File: src/hdl/sld_pkg.sv
// Shared types and constants for the sync/length deframer.
`timescale 1ns / 1ps
`default_nettype none

package sld_pkg;

  localparam logic [7:0] SYNC_FIRST  = 8'h55;
  localparam logic [7:0] SYNC_SECOND = 8'hAA;

  localparam logic [7:0] TYPE_NAME = 8'h01;
  localparam logic [7:0] TYPE_CHAT = 8'h02;
  localparam logic [7:0] TYPE_FILE = 8'h03;

  localparam logic [1:0] KIND_NAME    = 2'd0;
  localparam logic [1:0] KIND_CHAT    = 2'd1;
  localparam logic [1:0] KIND_FNAME   = 2'd2;
  localparam logic [1:0] KIND_CONTENT = 2'd3;

  typedef struct packed {
    logic [1:0] kind;
    logic [7:0] data_byte;
    logic       last;
    logic       empty_res;
  } res_t;

  // up to two results come out of one request
  typedef struct packed {
    logic [1:0] cnt;
    res_t       r0;
    res_t       r1;
  } push_t;

  function automatic res_t empty_result(input logic [1:0] kind);
    res_t r;
    r.kind      = kind;
    r.data_byte = 8'd0;
    r.last      = 1'b1;
    r.empty_res = 1'b1;
    return r;
  endfunction

endpackage

`default_nettype wire

File: src/hdl/sld_parse.sv
// Frame parser: sync hunt, header collection and section byte counting.
`timescale 1ns / 1ps
`default_nettype none

module sld_parse (
  input  wire logic          clk_i,
  input  wire logic          rst_ni,
  input  wire logic          go_i,
  input  wire logic [7:0]    byte_i,
  output sld_pkg::push_t     push_o
);
  import sld_pkg::*;

  typedef enum logic [2:0] {
    PH_HUNT    = 3'd0,
    PH_SYNC1   = 3'd1,
    PH_HEADER  = 3'd2,
    PH_NAME    = 3'd3,
    PH_CHAT    = 3'd4,
    PH_FNAME   = 3'd5,
    PH_CONTENT = 3'd6
  } phase_e;

  phase_e      phase_q, phase_d;
  logic [2:0]  idx_q, idx_d;
  logic [7:0]  type_q, type_d;
  logic [31:0] len_q, len_d;
  logic [7:0]  nlen_q, nlen_d;
  logic [31:0] rem_q, rem_d;
  logic [31:0] rem_dec;
  logic [1:0]  hsel;
  logic [2:0]  ph_off;
  logic [31:0] len_part;
  push_t       push;

  assign rem_dec  = rem_q - 32'd1;
  assign hsel     = idx_q[1:0] - 2'd3;
  assign len_part = {24'd0, byte_i} << {hsel, 3'b000};
  assign ph_off   = phase_q - PH_NAME;

  always_comb begin
    phase_d = phase_q;
    idx_d   = idx_q;
    type_d  = type_q;
    len_d   = len_q;
    nlen_d  = nlen_q;
    rem_d   = rem_q;
    push    = '0;
    case (phase_q)
      PH_SYNC1: begin
        if (byte_i == SYNC_SECOND) begin
          phase_d = PH_HEADER;
          idx_d   = 3'd2;
          len_d   = '0;
        end else if (byte_i != SYNC_FIRST) begin
          phase_d = PH_HUNT;
        end
      end
      PH_HEADER: begin
        if (idx_q == 3'd2) begin
          type_d = byte_i;
        end else if (idx_q inside {[3'd3:3'd6]}) begin
          len_d = len_q | len_part;
        end else begin
          nlen_d = byte_i;
        end
        if (idx_q == 3'd7) begin
          idx_d = 3'd0;
          case (type_q)
            TYPE_NAME: begin
              if (len_q[7:0] != 8'd0) begin
                phase_d = PH_NAME;
                rem_d   = {24'd0, len_q[7:0]};
              end else begin
                push.cnt = 2'd1;
                push.r0  = empty_result(KIND_NAME);
                rem_d    = '0;
                phase_d  = PH_HUNT;
              end
            end
            TYPE_CHAT: begin
              if (len_q[15:0] != 16'd0) begin
                phase_d = PH_CHAT;
                rem_d   = {16'd0, len_q[15:0]};
              end else begin
                push.cnt = 2'd1;
                push.r0  = empty_result(KIND_CHAT);
                rem_d    = '0;
                phase_d  = PH_HUNT;
              end
            end
            TYPE_FILE: begin
              if (byte_i != 8'd0) begin
                phase_d = PH_FNAME;
                rem_d   = {24'd0, byte_i};
              end else begin
                push.r0 = empty_result(KIND_FNAME);
                if (len_q != 32'd0) begin
                  push.cnt = 2'd1;
                  phase_d  = PH_CONTENT;
                  rem_d    = len_q;
                end else begin
                  push.cnt = 2'd2;
                  push.r1  = empty_result(KIND_CONTENT);
                  rem_d    = '0;
                  phase_d  = PH_HUNT;
                end
              end
            end
            default: phase_d = PH_HUNT;
          endcase
        end else begin
          idx_d = idx_q + 3'd1;
        end
      end
      PH_NAME, PH_CHAT, PH_FNAME, PH_CONTENT: begin
        rem_d              = rem_dec;
        push.cnt           = 2'd1;
        push.r0.kind       = ph_off[1:0];
        push.r0.data_byte  = byte_i;
        push.r0.last       = (rem_dec == 32'd0);
        push.r0.empty_res  = 1'b0;
        if (rem_dec == 32'd0) begin
          if (phase_q == PH_FNAME) begin
            if (len_q != 32'd0) begin
              phase_d = PH_CONTENT;
              rem_d   = len_q;
            end else begin
              push.cnt = 2'd2;
              push.r1  = empty_result(KIND_CONTENT);
              phase_d  = PH_HUNT;
            end
          end else begin
            phase_d = PH_HUNT;
          end
        end
      end
      default: begin
        phase_d = (byte_i == SYNC_FIRST) ? PH_SYNC1 : PH_HUNT;
      end
    endcase
  end

  always_ff @(posedge clk_i or negedge rst_ni) begin
    if (!rst_ni) begin
      phase_q <= PH_HUNT;
      idx_q   <= '0;
      type_q  <= '0;
      len_q   <= '0;
      nlen_q  <= '0;
      rem_q   <= '0;
    end else if (go_i) begin
      phase_q <= phase_d;
      idx_q   <= idx_d;
      type_q  <= type_d;
      len_q   <= len_d;
      nlen_q  <= nlen_d;
      rem_q   <= rem_d;
    end
  end

  always_comb begin
    push_o = push;
    if (!go_i) begin
      push_o.cnt = 2'd0;
    end
  end

endmodule

`default_nettype wire

File: src/hdl/sld_fifo.sv
// Four-entry result queue: up to two writes per cycle, one read.
`timescale 1ns / 1ps
`default_nettype none

module sld_fifo (
  input  wire logic          clk_i,
  input  wire logic          rst_ni,
  input  sld_pkg::push_t     push_i,
  output logic               room_o,
  output logic               valid_o,
  input  wire logic          pop_i,
  output sld_pkg::res_t      res_o
);
  import sld_pkg::*;

  res_t       mem_q [4];
  logic [1:0] wr_ptr_q, rd_ptr_q;
  logic [2:0] cnt_q, cnt_d;
  logic       pop;

  assign valid_o = (cnt_q != 3'd0);
  assign room_o  = (cnt_q <= 3'd2);
  assign pop     = pop_i && valid_o;
  assign res_o   = mem_q[rd_ptr_q];
  assign cnt_d   = cnt_q + {1'b0, push_i.cnt} - {2'b00, pop};

  always_ff @(posedge clk_i) begin
    if (push_i.cnt != 2'd0) begin
      mem_q[wr_ptr_q] <= push_i.r0;
    end
    if (push_i.cnt == 2'd2) begin
      mem_q[wr_ptr_q + 2'd1] <= push_i.r1;
    end
  end

  always_ff @(posedge clk_i or negedge rst_ni) begin
    if (!rst_ni) begin
      wr_ptr_q <= '0;
      rd_ptr_q <= '0;
      cnt_q    <= '0;
    end else begin
      wr_ptr_q <= wr_ptr_q + push_i.cnt;
      rd_ptr_q <= rd_ptr_q + {1'b0, pop};
      cnt_q    <= cnt_d;
    end
  end

endmodule

`default_nettype wire

File: src/hdl/sync_length_deframer.sv
// Results of a request pass through the input register and the result queue.
// Throughput: one byte per cycle while the queue has room; a byte that yields
// two results puts both in the four-entry result queue for output in turn.
// The parser waits when the queue holds more than two results.
// Reset: asynchronous, active low; clears the parser to the sync hunt and
// empties the input register and the result queue.
`timescale 1ns / 1ps
`default_nettype none

module sync_length_deframer (
  input  wire logic       clk_i,
  input  wire logic       rst_ni,
  input  wire logic       in_valid_i,
  output logic            in_stall_o,
  input  wire logic [7:0] in_byte_i,
  output logic            out_valid_o,
  input  wire logic       out_stall_i,
  output logic [1:0]      kind_o,
  output logic [7:0]      data_byte_o,
  output logic            last_o,
  output logic            empty_res_o
);
  import sld_pkg::*;

  logic       in_vld_q;
  logic [7:0] in_byte_q;
  logic       room;
  logic       go;
  push_t      push;
  res_t       res;

  assign go         = in_vld_q && room;
  assign in_stall_o = in_vld_q && !room;

  always_ff @(posedge clk_i or negedge rst_ni) begin
    if (!rst_ni) begin
      in_vld_q <= 1'b0;
    end else if (!in_stall_o) begin
      in_vld_q <= in_valid_i;
    end
  end

  always_ff @(posedge clk_i) begin
    if (in_valid_i && !in_stall_o) begin
      in_byte_q <= in_byte_i;
    end
  end

  sld_parse u_parse (
    .clk_i  (clk_i),
    .rst_ni (rst_ni),
    .go_i   (go),
    .byte_i (in_byte_q),
    .push_o (push)
  );

  sld_fifo u_fifo (
    .clk_i   (clk_i),
    .rst_ni  (rst_ni),
    .push_i  (push),
    .room_o  (room),
    .valid_o (out_valid_o),
    .pop_i   (!out_stall_i),
    .res_o   (res)
  );

  assign kind_o      = res.kind;
  assign data_byte_o = res.data_byte;
  assign last_o      = res.last;
  assign empty_res_o = res.empty_res;

endmodule

`default_nettype wire

File: config.mk
export PLATFORM = sky130hd
export DESIGN_NAME = sync_length_deframer
export DESIGN_NICKNAME = d
export VERILOG_FILES = /design/src/hdl/sld_pkg.sv /design/src/hdl/sld_parse.sv /design/src/hdl/sld_fifo.sv /design/src/hdl/sync_length_deframer.sv
export SDC_FILE = /design/constraint.sdc
export NUM_CORES = 1
export LEC_CHECK = 0
export BUFFER_PORTS_ARGS = -buffer_cell sky130_fd_sc_hd__buf_2
export CORE_MARGIN = 2
export CORE_UTILIZATION = 35
export DETAILED_ROUTE_END_ITERATION = 12
export GPL_TIMING_DRIVEN = 0
export PLACE_DENSITY = 0.53
export SYNTH_ARGS = -nofsm -noshare
export SYNTH_HDL_FRONTEND = slang
export SYNTH_HIERARCHICAL = 1
export SYNTH_SLANG_ARGS = --single-unit
File: constraint.sdc
create_clock -name clk_i -period 7 [get_ports clk_i]
set_clock_uncertainty 0.15 [all_clocks]
set_input_delay 0.7 -clock clk_i [delete_from_list [all_inputs] [get_ports clk_i]]
set_output_delay 0.7 -clock clk_i [all_outputs]
set_load 0.03 [all_outputs]
[Yosys cells after proc, flatten, opt, wreduce, memory -nomap -nowiden]
Memory sizes are Yosys's and may differ from the RTL's.
Index checks and enable logic that the tools add are counted.
Storage, ports and cells
  input port bits: 12
  memory bits (read-only): 0
  logic and storage cells: 117
  latch bits: 0
  register bits: 94
  memories kept: 1
  output and inout port bits: 14
  bits in writable memories: 48
Memory list
  u_fifo.mem_q: depth 4, width 12, rd ports 1, clocked after memory_dff 0, wr ports 2, line sld_fifo.sv:16  | res_t mem_q [4];
Operators by class
  add/subtract/negate cells: 9
  shift-type cells: 1
  divide/modulo/power cells: 0
  reduce and logical (&&, ||, !) cells: 23
  magnitude comparators: 3
  multipliers: 0
  mux-type cells: 47
  bitwise logic cells: 1
  equal/unequal tests: 22
Operators with widths (count)
  two-way mux 32 bit: 9
  one-hot mux 32 bit (2 select lines): 2
  one-hot mux 32 bit (3 select lines): 1
  two-way mux 26 bit: 2
  one-hot mux 26 bit (2 select lines): 1
  two-way mux 12 bit: 4
  one-hot mux 14 bit (3 select lines): 1
  zero test 32 bit: 1
  OR 32 bit: 1
  nonzero test 32 bit: 1
  left shift 8 x 5 -> 32 bit: 1
  subtractor 32 x 1 -> 32 bit (second input constant): 1
  two-way mux 3 bit: 10
  two-way mux 13 bit: 2
  one-hot mux 3 bit (3 select lines): 2
  == test 8 x 2 -> 1 bit (second input constant): 2
  two-way mux 16 bit: 1
  nonzero test 16 bit: 1
  nonzero test 8 bit: 2
  == test 3 bit (second input constant): 4
  two-way mux 2 bit: 5
  == test 3 x 2 -> 1 bit (second input constant): 3
  == test 8 x 1 -> 1 bit (second input constant): 1
  == test 8 x 7 -> 1 bit (second input constant): 1
  29 further kinds: 47

[Depth between registers and ports, before layout]
Gate-level depths: netlist of run 1.
  depth in word-level cells: 10
  depth in mapped cells: 17
  gate-level depth less buffers: 15

[Cells and area by module]
The synthesis of run 1 kept the hierarchy.
By module, submodules not included
  sld_parse: seq. area each 1951.9 µm², times used 1, cells an instance 604, area an instance 5126.2 µm²
  sld_fifo: seq. area each 1616.6 µm², times used 1, cells an instance 158, area an instance 2915.3 µm²
  sync_length_deframer: seq. area each 265.3 µm², times used 1, cells an instance 15, area an instance 307.8 µm²

[Worst setup path after synthesis of run 1]
No wires, ideal clock.
  path type: register to register
  from: register u_parse.rem_q[15]
  to: memory u_fifo/mem_q[0][0] in the netlist's numbering, enable pin
  library setup time: 0.400 ns
  setup slack: 2.308 ns
  required time: 6.450 ns
  cell stages (with the launch flop): 14
  buffers on the path: 3
  clock period less this slack: 4.692 ns
  arrival time: 4.142 ns
  cells stage by stage: dfrtp_1 buf_6 or4_4 buf_6 or4_4 o31ai_4 o211ai_2 nor3_2 nand4_1 a21oi_1 and2_1 buf_2 nor2_1 o31ai_1
RTL lines
  start, declared: line sld_parse.sv:29  | logic [31:0] rem_q, rem_d;
  start signal, assigned: line sld_parse.sv:158  | rem_q <= rem_d;
  end, declared: line sld_fifo.sv:16

==> results of run 1 <==
[flip-flops by register name, summed over array words and instances, names as in the netlist]
name,cells
u_parse/len_q,32
u_parse/rem_q,32
in_vld_q,1
u_fifo/rd_ptr_q,2
in_byte_q,8
u_fifo/cnt_q,3
u_fifo/wr_ptr_q,2
u_parse/type_q,8
u_parse/idx_q,3
u_parse/phase_q,3
u_fifo/mem_q,48
[per-stage QoR]
stage / power, W / hold slack, ps / std cells
6_report: 0.00229 / 33.5 / 1162
5_1_grt: 0.00238 / 50.7 / 1162
4_1_cts: 0.00231 / 37.4 / 1162
3_5_place_dp: 0.00135 / 347 / 1130
3_3_place_gp: 0.00135 / 340 / 1128
2_1_floorplan: 0.00122 / 254 / 784
[logic make-up (layout without fill, tap and decap cells)]
| family | count (synthesis) | count (layout) | share of synthesized area [%] |
|---|---|---|---|
| AND/OR/NAND/NOR | 269 | 269 | 17.8 |
| AO/OA/AOI/OAI | 181 | 181 | 14.7 |
| flip-flops | 142 | 142 | 45.9 |
| buffers and inverters | 83 | 142 | 5.21 |
| multiplexers | 73 | 73 | 12.6 |
| adder cells (fa/ha/maj) | 14 | 14 | 2.19 |
| XOR/XNOR | 14 | 14 | 1.47 |
| other | 1 | 8 | 0.0449 |
[cell usage after synthesis, drive strengths merged (13+ instances only)]
library cell / number
a21o: 14
nand2: 41
nand4: 16
o21ai: 37
nor4: 17
ha: 13
nand3: 17
o31ai: 15
a21oi: 57
nor2: 72
dfrtp: 86
clkbuf: 37
buf: 29
nor3: 22
mux2: 56
inv: 17
and2: 19
edfxtp: 56
[final cells by class]
type | instances | area, sq um
Buffer | 66 | 372
Tap cell | 319 | 399
Multi-Input combinational cell | 559 | 4110
Sequential cell | 142 | 3830
Timing Repair Buffer | 27 | 166
Inverter | 17 | 63.8
Clock buffer | 17 | 425
Fill cell | 2277 | 13900
Clock inverter | 15 | 193
[report_power, final]
group	switching, W	internal, W
Clock	0.000413	0.000546
Sequential	0.0000221	0.000892
Combinational	0.000262	0.000152
Total	0.000697	0.00159
[worst max-delay path, cell delays in order, from the launching register on]
cell and delay [ps]:
dfrtp_1 360, clkbuf_1 210, nor4_1 590, nand4_1 480
clkbuf_1 360, o21ai_0 360, nand4_1 160, nor3_2 350
nand4_1 220, a21oi_1 720, and2_1 210, buf_2 210
mux2i_1 120, nor2b_1 1040
[path summary, 6_finish.rpt]
kind                                    from  cells past startpoint                   to
setup reg to reg            u_parse/rem_q[2]                     13  u_fifo/mem_q[3][10]
hold reg to reg            u_parse/type_q[6]                      1    u_parse/type_q[6]
hold / removal                        rst_ni                      1    u_parse/rem_q[18]
setup / recovery            u_parse/rem_q[2]                     13  u_fifo/mem_q[3][10]
max in group asynchronous             rst_ni                      2             in_vld_q
min in group clk_i              in_byte_i[6]                      1         in_byte_q[6]
[routing by layer]
metal | up-vias | global-route usage, % | share of wire (%)
met4 | 0 | 6.86 | 2.3
met3 | 34 | 3.27 | 4.7
met2 | 190 | 30.3 | 47
li1 | 3009 | - | -
met1 | 3132 | 25.6 | 46
met5 | - | 0 | 0
==> impl_metrics.json, run 1 <==
{
  "max_cap_violations": 0,
  "io_buffer_count": 25,
  "grt_pass1_vias": 6072,
  "hold_path.class": "in2async",
  "synth_warnings": 6,
  "rsz0062_at_grt": "false",
  "track_usage_pct": 18.8,
  "layout_common_cells": "dfrtp_1 (86), nor2_1 (72), a21oi_1 (57), edfxtp_1 (56), nand2_1 (41)",
  "viasPerCell": 5.48,
  "fp.dieW_um": 158,
  "place_area_sq_um": 8950,
  "pre_cts_ws_ps": 1120,
  "ir_drop_mv": 0.138,
  "fp.dieH_um": 158,
  "power.density_nw_per_um2": 239,
  "period_needed_ps": 5950,
  "startpoint_type": "register",
  "post-dp-hpwl_mm": 15.8,
  "relSlewSlack_pct": 10.3,
  "antenna_found_initial": 1,
  "gr-total-overflow": 0,
  "syn_inst": 777,
  "io_pins": 26,
  "drtPass1Iterations": 6,
  "grt_first_pass_wirelength_mm": 35.3,
  "synth-async-reset-ratio_pct": 60.6,
  "max_freq_mhz": 168,
  "synthFlopType": "dfrtp_1",
  "cts.reportedPaths.clkPinSlew_ps": 70,
  "setup_ws_ps": 1050,
  "synth_area_leaders": "dfrtp_1 (26%), edfxtp_1 (20%), mux2_4 (5.0%)",
  "ys_ff_latch": 142,
  "cts_resized": 0,
  "critPathArrivalTime_ps": 5820,
  "drv_slew": 0,
  "worstMarginPinSlew_ps": 1340,
  "min_period_over_period_pct": 85.0,
  "setup_viol": 0,
  "hold_buffers": 0,
  "row_count": 56,
  "cts.sinks": 142,
  "vias": 6365,
  "synth_edf_count": 56,
  "first_iter_violations": 555,
  "core_area_sq_um": 23500,
  "area_growth_pct": 14.6,
  "start_util_pct": 35.6,
  "gp_congestion": 0.902,
  "drive_above_1_share_pct": 20.5,
  "postCtsSetupBuffers": 0,
  "avgRoutedWirePerCell_um": 19.5,
  "ff2ff_setup_slack_ps": 1050,
  "synth_top_area_share_pct": 25.8,
  "final_common_cell": "dfrtp_1",
  "hold_viol": 0,
  "syn_avg_cell_area_sq_um": 10.7,
  "path_max_fanout": 12,
  "drc": 0,
  "leakage_nw": 4.18,
  "status": "completed",
  "fin_nets": 856,
  "endpoint_kind": "register",
  "clockBufferDepth": 2,
  "synth_area_sq_um": 8350,
  "cts_root_buf": "clkbuf_16",
  "fin_util_pct": 40.7,
  "setup_tns_ps": 0,
  "worstSetupPathType": "reg2reg",
  "cts_made_buffers": 17,
  "die-area_sq_um": 25100,
  "cts_tree": "done",
  "htreeDepth": 4,
  "final_area_sq_um": 9560,
  "synth_top_cell_by_area": "dfrtp_1",
  "postRouteAntennaNets": 0,
  "clkLatencyLatePin_ps": 430,
  "ys_seq_area_share_pct": 45.9,
  "grt_max_degree": 61,
  "required_ps": 6880,
  "wirelength_mm": 22.6,
  "antenna_cells": 0,
  "yosys.cell_types.count": 81
}
Note: power is estimated with default switching activity, not from simulation.
==> run 2: changes to the inputs <==
Clock period 7 ns to 5.91 ns, I/O delays scaled along.
==> run 2 against run 1 <==
Global-route usage barely moved. Non-clock buffer count rose by 1. Hold slack improved by 150 ps. Flip-flop and latch count did not move. Sequential power rose by 18%. Die area did not move. First-iteration DRC count fell by 2.2%. Cell count barely moved. Critical endpoint is now u_fifo/mem_q[0][3]. Largest power group unchanged.
==> impl_metrics.json, run 2 (synthesized netlist as in run 1, its figures left out) <==
{
  "reg_top3": "u_fifo/mem_q (48), u_parse/len_q (32), u_parse/rem_q (32)",
  "p_sw_share_pct": 30.5,
  "max_freq_mhz": 185,
  "row_count": 56,
  "postRouteAntennaNets": 0,
  "area_growth_pct": 14.8,
  "viasPerCell": 5.46,
  "fin_nets": 857,
  "place_area_sq_um": 8950,
  "ff2ff_setup_slack_ps": 500,
  "largest-register": "u_fifo/mem_q",
  "track_usage_pct": 18.8,
  "power_w": 0.00271,
  "power_switching_w": 0.000827,
  "comb_power_share_pct": 18.1,
  "power.density_nw_per_um2": 283,
  "setup_ws_ps": 499,
  "hold_path.class": "in2reg",
  "status": "completed",
  "drc": 0,
  "cts_tree": "done",
  "io_buffer_count": 25,
  "cts.sinks": 142,
  "cts_root_buf": "clkbuf_16",
  "antenna_found_initial": 1,
  "pre_cts_ws_ps": 32.1,
  "p_int_w": 0.00188,
  "max_cap_violations": 0,
  "grt_pass1_vias": 6088,
  "relSlewSlack_pct": 34.1,
  "multiInputGateArea_sq_um": 4120,
  "final_common_cell": "dfrtp_1",
  "rr_worst_depth": 14,
  "clkLatencyLatePin_ps": 430,
  "worst_r2r_startpoint": "u_parse/rem_q[2]",
  "crit_path_max_incr_delay_ps": 660,
  "path_cells": "clkbuf_1, nor4_1, nand4_1, clkbuf_1, o21ai_0, nand4_1, nor3_2, nand4_1, a21oi_2, and2_1, buf_2, nor2_1, o31ai_2, buf_6",
  "ir_drop_mv": 0.164,
  "hold_viol": 0,
  "reg2reg_to": "u_fifo/mem_q[0][3]",
  "required_ps": 5900,
  "worstSetupPathType": "reg2reg",
  "power_frac_seq_pct": 40.0,
  "cts.reportedPaths.clkPinSlew_ps": 70,
  "clkPwrFrac_pct": 41.9,
  "gr-total-overflow": 0,
  "io_pins": 26,
  "setup_tns_ps": 0,
  "drive_above_1_share_pct": 20.9,
  "endpoint_kind": "register",
  "fp.dieH_um": 158,
  "first_iter_violations": 543,
  "setup_viol": 0,
  "core_area_sq_um": 23500,
  "post-dp-hpwl_mm": 15.8,
  "path_max_fanout": 10,
  "final_area_sq_um": 9580,
  "cts_made_buffers": 17,
  "grt_max_degree": 61,
  "wirelength_mm": 22.6,
  "worstHoldStart": "in_byte_i[6]",
  "clockBufferDepth": 2,
  "leakage_nw": 4.18,
  "worstHoldEndpoint": "in_byte_q[6]",
  "largest_reg_flops": 48,
  "min_path_cells": 1,
  "grt_first_pass_wirelength_mm": 35.4,
  "fp.dieW_um": 158,
  "layout_common_cells": "dfrtp_1 (86), nor2_1 (71), edfxtp_1 (56), a21oi_1 (56), nand2_1 (41)",
  "gp_congestion": 0.902,
  "drv_slew": 0,
  "avgRoutedWirePerCell_um": 19.4,
  "ff_latch_area_sq_um": 3830,
  "htreeDepth": 4,
  "min_period_over_period_pct": 91.6,
  "fillers": 2279,
  "period_needed_ps": 5410,
  "critPathArrivalTime_ps": 5400,
  "cp_slowest_cell": "o31ai_2",
  "drtPass1Iterations": 7,
  "crit_top_cell": "nand4_1",
  "antenna_cells": 0,
  "start_util_pct": 35.6,
  "vias": 6348,
  "startpoint_type": "register",
  "rsz0062_at_grt": "false",
  "worstMarginPinSlew_ps": 987,
  "die-area_sq_um": 25100
}
[run 2: cell types whose count changed in the layout (fill, tap and decap cells not counted)]
cell / delta
a21oi_1: -1
a21oi_2: +1
dlygate4sd3_1: +1
nor2_1: -1
nor2_2: +1
nor2b_1: -1
nor2b_2: +1
[run 2: layer usage]
metal | vias to the layer above | wire (um) | global-route usage (%)
met1 | 3129 | 10400 | 25.6
met5 | - | 0 | 0
met2 | 173 | 10700 | 30.3
met3 | 32 | 920 | 3.27
li1 | 3014 | - | -
met4 | 0 | 528 | 6.86
[run 2: layout make-up]
| class | count | area share, % |
|---|---|---|
| Sequential cell | 142 | 40.0 |
| Inverter | 17 | 0.666 |
| Timing Repair Buffer | 28 | 1.84 |
| Clock buffer | 17 | 4.44 |
| Clock inverter | 15 | 2.01 |
| Tap cell | 319 | 4.17 |
| Multi-Input combinational cell | 559 | 43.0 |
| Buffer | 66 | 3.88 |
[run 2: critical path: cells and delay by family, from the launching register on]
kind	cells	cell delay [ps]
flops	1	360
simple gates	7	2100
compound gates	3	1500
buf+inv	4	1010
[run 2: what timing repair did]
item | in CTS | in global routing
hold buffers | 1 | 0
resized for setup | 1 | 2
pin swaps | 0 | 0
buffers inserted | 0 | 0
endpoints found under the hold margin | 26 | 0
setup endpoints to repair | 12 | 59
[run 2: how the worst max path moves through the flow]
stage | startpoint | endpoint | cells after the start
floorplan | u_parse/rem_q[15] | u_fifo/mem_q[0][0] | 13
global placement | u_parse/rem_q[2] | u_fifo/mem_q[0][5] | 13
detailed placement | u_parse/rem_q[2] | u_fifo/mem_q[3][9] | 13
CTS | u_parse/rem_q[2] | u_fifo/mem_q[1][1] | 13
global route | u_parse/rem_q[11] | u_fifo/mem_q[0][3] | 14
finish | u_parse/rem_q[2] | u_fifo/mem_q[0][3] | 14
[run 2: per-stage QoR]
stage          cells  util, %  hold WS (ps)
3_3_place_gp    1128     37.9           340
6_report        1163     40.8           185
5_1_grt         1163     40.8           166
4_1_cts         1163     40.8           166
3_5_place_dp    1130     38.1           347
2_1_floorplan    784        -           145
[run 2: power by group through the flow]
stage          Clock, W  Combinational, W  Sequential, W
6_report        0.00114          0.000491        0.00108
2_1_floorplan         0          0.000354        0.00110
3_3_place_gp          0          0.000496        0.00110
5_1_grt         0.00120          0.000536        0.00109
3_5_place_dp          0          0.000496        0.00110
4_1_cts         0.00116          0.000499        0.00108
==> run 3: changes to the inputs <==
Settings changed: CORE_ASPECT_RATIO set to 1.1, CORE_MARGIN 2 to 10, CORE_UTILIZATION 35 to 50, PLACE_DENSITY 0.53 to 0.69.
==> run 3 against run 2 <==
Wire length is 0.89% higher. Cell count shrank 9.9%. Register-to-register slack worse by 97 ps. Sequential share of layout area grew 0.81 points. Largest cell class unchanged.
==> impl_metrics.json, run 3 (synthesized netlist as in run 1, its figures left out) <==
{
  "status": "completed",
  "fp.dieW_um": 143,
  "p_int_w": 0.00180,
  "worstSetupPathType": "reg2reg",
  "viasPerCell": 6.23,
  "row_count": 49,
  "reg_top3": "u_fifo/mem_q (48), u_parse/len_q (32), u_parse/rem_q (32)",
  "power_frac_seq_pct": 41.5,
  "first_iter_violations": 588,
  "die-area_sq_um": 22300,
  "min_period_over_period_pct": 93.2,
  "path_max_fanout": 10,
  "avgRoutedWirePerCell_um": 21.7,
  "place_inst": 1015,
  "wirelength_mm": 22.8,
  "grt_pass1_vias": 6560,
  "io_pins": 26,
  "period_needed_ps": 5510,
  "endpoint_kind": "register",
  "cts.reportedPaths.clkPinSlew_ps": 70,
  "required_ps": 5930,
  "track_usage_pct": 20.6,
  "largest-register": "u_fifo/mem_q",
  "max_cap_violations": 0,
  "drv_slew": 0,
  "power_w": 0.00261,
  "clockBufferDepth": 2,
  "comb_power_share_pct": 19.0,
  "setup_ws_ps": 402,
  "power.density_nw_per_um2": 278,
  "area_growth_pct": 12.5,
  "gr-total-overflow": 0,
  "fin_nets": 857,
  "rsz0062_at_grt": "false",
  "gp_congestion": 0.886,
  "startpoint_type": "register",
  "final_common_cell": "dfrtp_1",
  "ir_drop_mv": 0.209,
  "fin_cells": 1048,
  "max_freq_mhz": 182,
  "hold_viol": 0,
  "min_path_cells": 1,
  "grt_max_degree": 74,
  "critPathArrivalTime_ps": 5530,
  "p_sw_share_pct": 31.1,
  "setup_viol": 0,
  "cts.sinks": 142,
  "cts_tree": "done",
  "largest_reg_flops": 48,
  "drtPass1Iterations": 6,
  "drive_above_1_share_pct": 20.7,
  "drc": 0,
  "clkPwrFrac_pct": 39.5,
  "cts_made_buffers": 17,
  "core_area_sq_um": 16400,
  "postRouteAntennaNets": 0,
  "setup_tns_ps": 0,
  "worstMarginPinSlew_ps": 908,
  "relSlewSlack_pct": 39.3,
  "htreeDepth": 4,
  "fp.dieH_um": 156,
  "antenna_found_initial": 0,
  "hold_path.class": "in2reg",
  "post-dp-hpwl_mm": 16.2,
  "layout_common_cells": "dfrtp_1 (86), nor2_1 (71), a21oi_1 (57), edfxtp_1 (56), nand2_1 (41)",
  "io_buffer_count": 25,
  "vias": 6531,
  "grt_first_pass_wirelength_mm": 35.8,
  "rr_worst_depth": 14,
  "antenna_cells": 0,
  "cts_root_buf": "clkbuf_16",
  "start_util_pct": 51.0,
  "power_switching_w": 0.000810,
  "pre_cts_ws_ps": 244,
  "postCtsSetupBuffers": 0,
  "leakage_nw": 4.16,
  "clkLatencyLatePin_ps": 420
}
run 3: changes by cell type in the layout (fill, tap and decap cells not counted), sizes merged:
cell | previous run | this run
inv | 26 | 24
clkinv | 3 | 6
bufinv | 2 | 0
clkinvlp | 1 | 2
run 3: metrics by stage:
| stage | hold slack, ps | utilization (%) | area, sq um |
|---|---|---|---|
| global route | 182 | 57.4 | 9390 |
| global placement | 339 | 53.5 | 8760 |
| finish | 189 | 57.4 | 9390 |
| CTS | 174 | 57.3 | 9390 |
| detailed placement | 326 | 53.8 | 8800 |
| floorplan | 145 | - | 8380 |
run 3: final cells by class:
class	count	area, sq um
tap	204	255
clock buffer	17	425
inverter	17	63.8
sequential	142	3830
buffer	66	372
timing repair buffer	28	176
fill	1371	6980
clock inverter	15	150
multi-input combinational	559	4120
run 3: final timing paths:
path | startpoint | to | slack, ps
max in group asynchronous | rst_ni | u_parse/len_q[13] | 4560
min in group asynchronous | rst_ni | u_parse/rem_q[15] | 420
worst min-delay path | in_byte_i[0] | in_byte_q[0] | 190
worst max-delay path | u_parse/rem_q[11] | u_fifo/mem_q[1][11] | 400
worst min register to register | u_parse/type_q[2] | u_parse/type_q[2] | 360
worst max register to register | u_parse/rem_q[11] | u_fifo/mem_q[1][11] | 400
run 3: routing by layer:
layer | share of wire (%) | vias to the layer above | global-route usage, %
li1 | - | 3015 | -
met1 | 43 | 3229 | 26.5
met2 | 50 | 247 | 33.5
met3 | 5.3 | 40 | 3.93
met4 | 2.3 | 0 | 8.27
met5 | 0 | - | 0
run 3: power groups by stage:
stage / clock [W] / sequential (W) / combinational (W)
2_1_floorplan: 0 / 0.00110 / 0.000354
3_3_place_gp: 0 / 0.00110 / 0.000493
3_5_place_dp: 0 / 0.00110 / 0.000499
4_1_cts: 0.00105 / 0.00108 / 0.000502
5_1_grt: 0.00109 / 0.00109 / 0.000535
6_report: 0.00103 / 0.00108 / 0.000495
run 3: what timing repair did:
item,CTS,global route
hold buffers,1,0
resized for setup,0,2
endpoints found under the hold margin,13,0
endpoints found under the setup margin,0,24
run 3: worst max-delay path, stage by stage (launching register included):
cell and delay, ps:
dfrtp_1 360, clkbuf_1 170, nor4_1 640, nand4_1 500
clkbuf_1 370, o21ai_0 330, nand4_1 160, nor3_2 410
nand4_1 220, a21oi_1 530, and2_1 200, buf_2 200
nor4b_4 420, buf_6 230, mux2_1 350
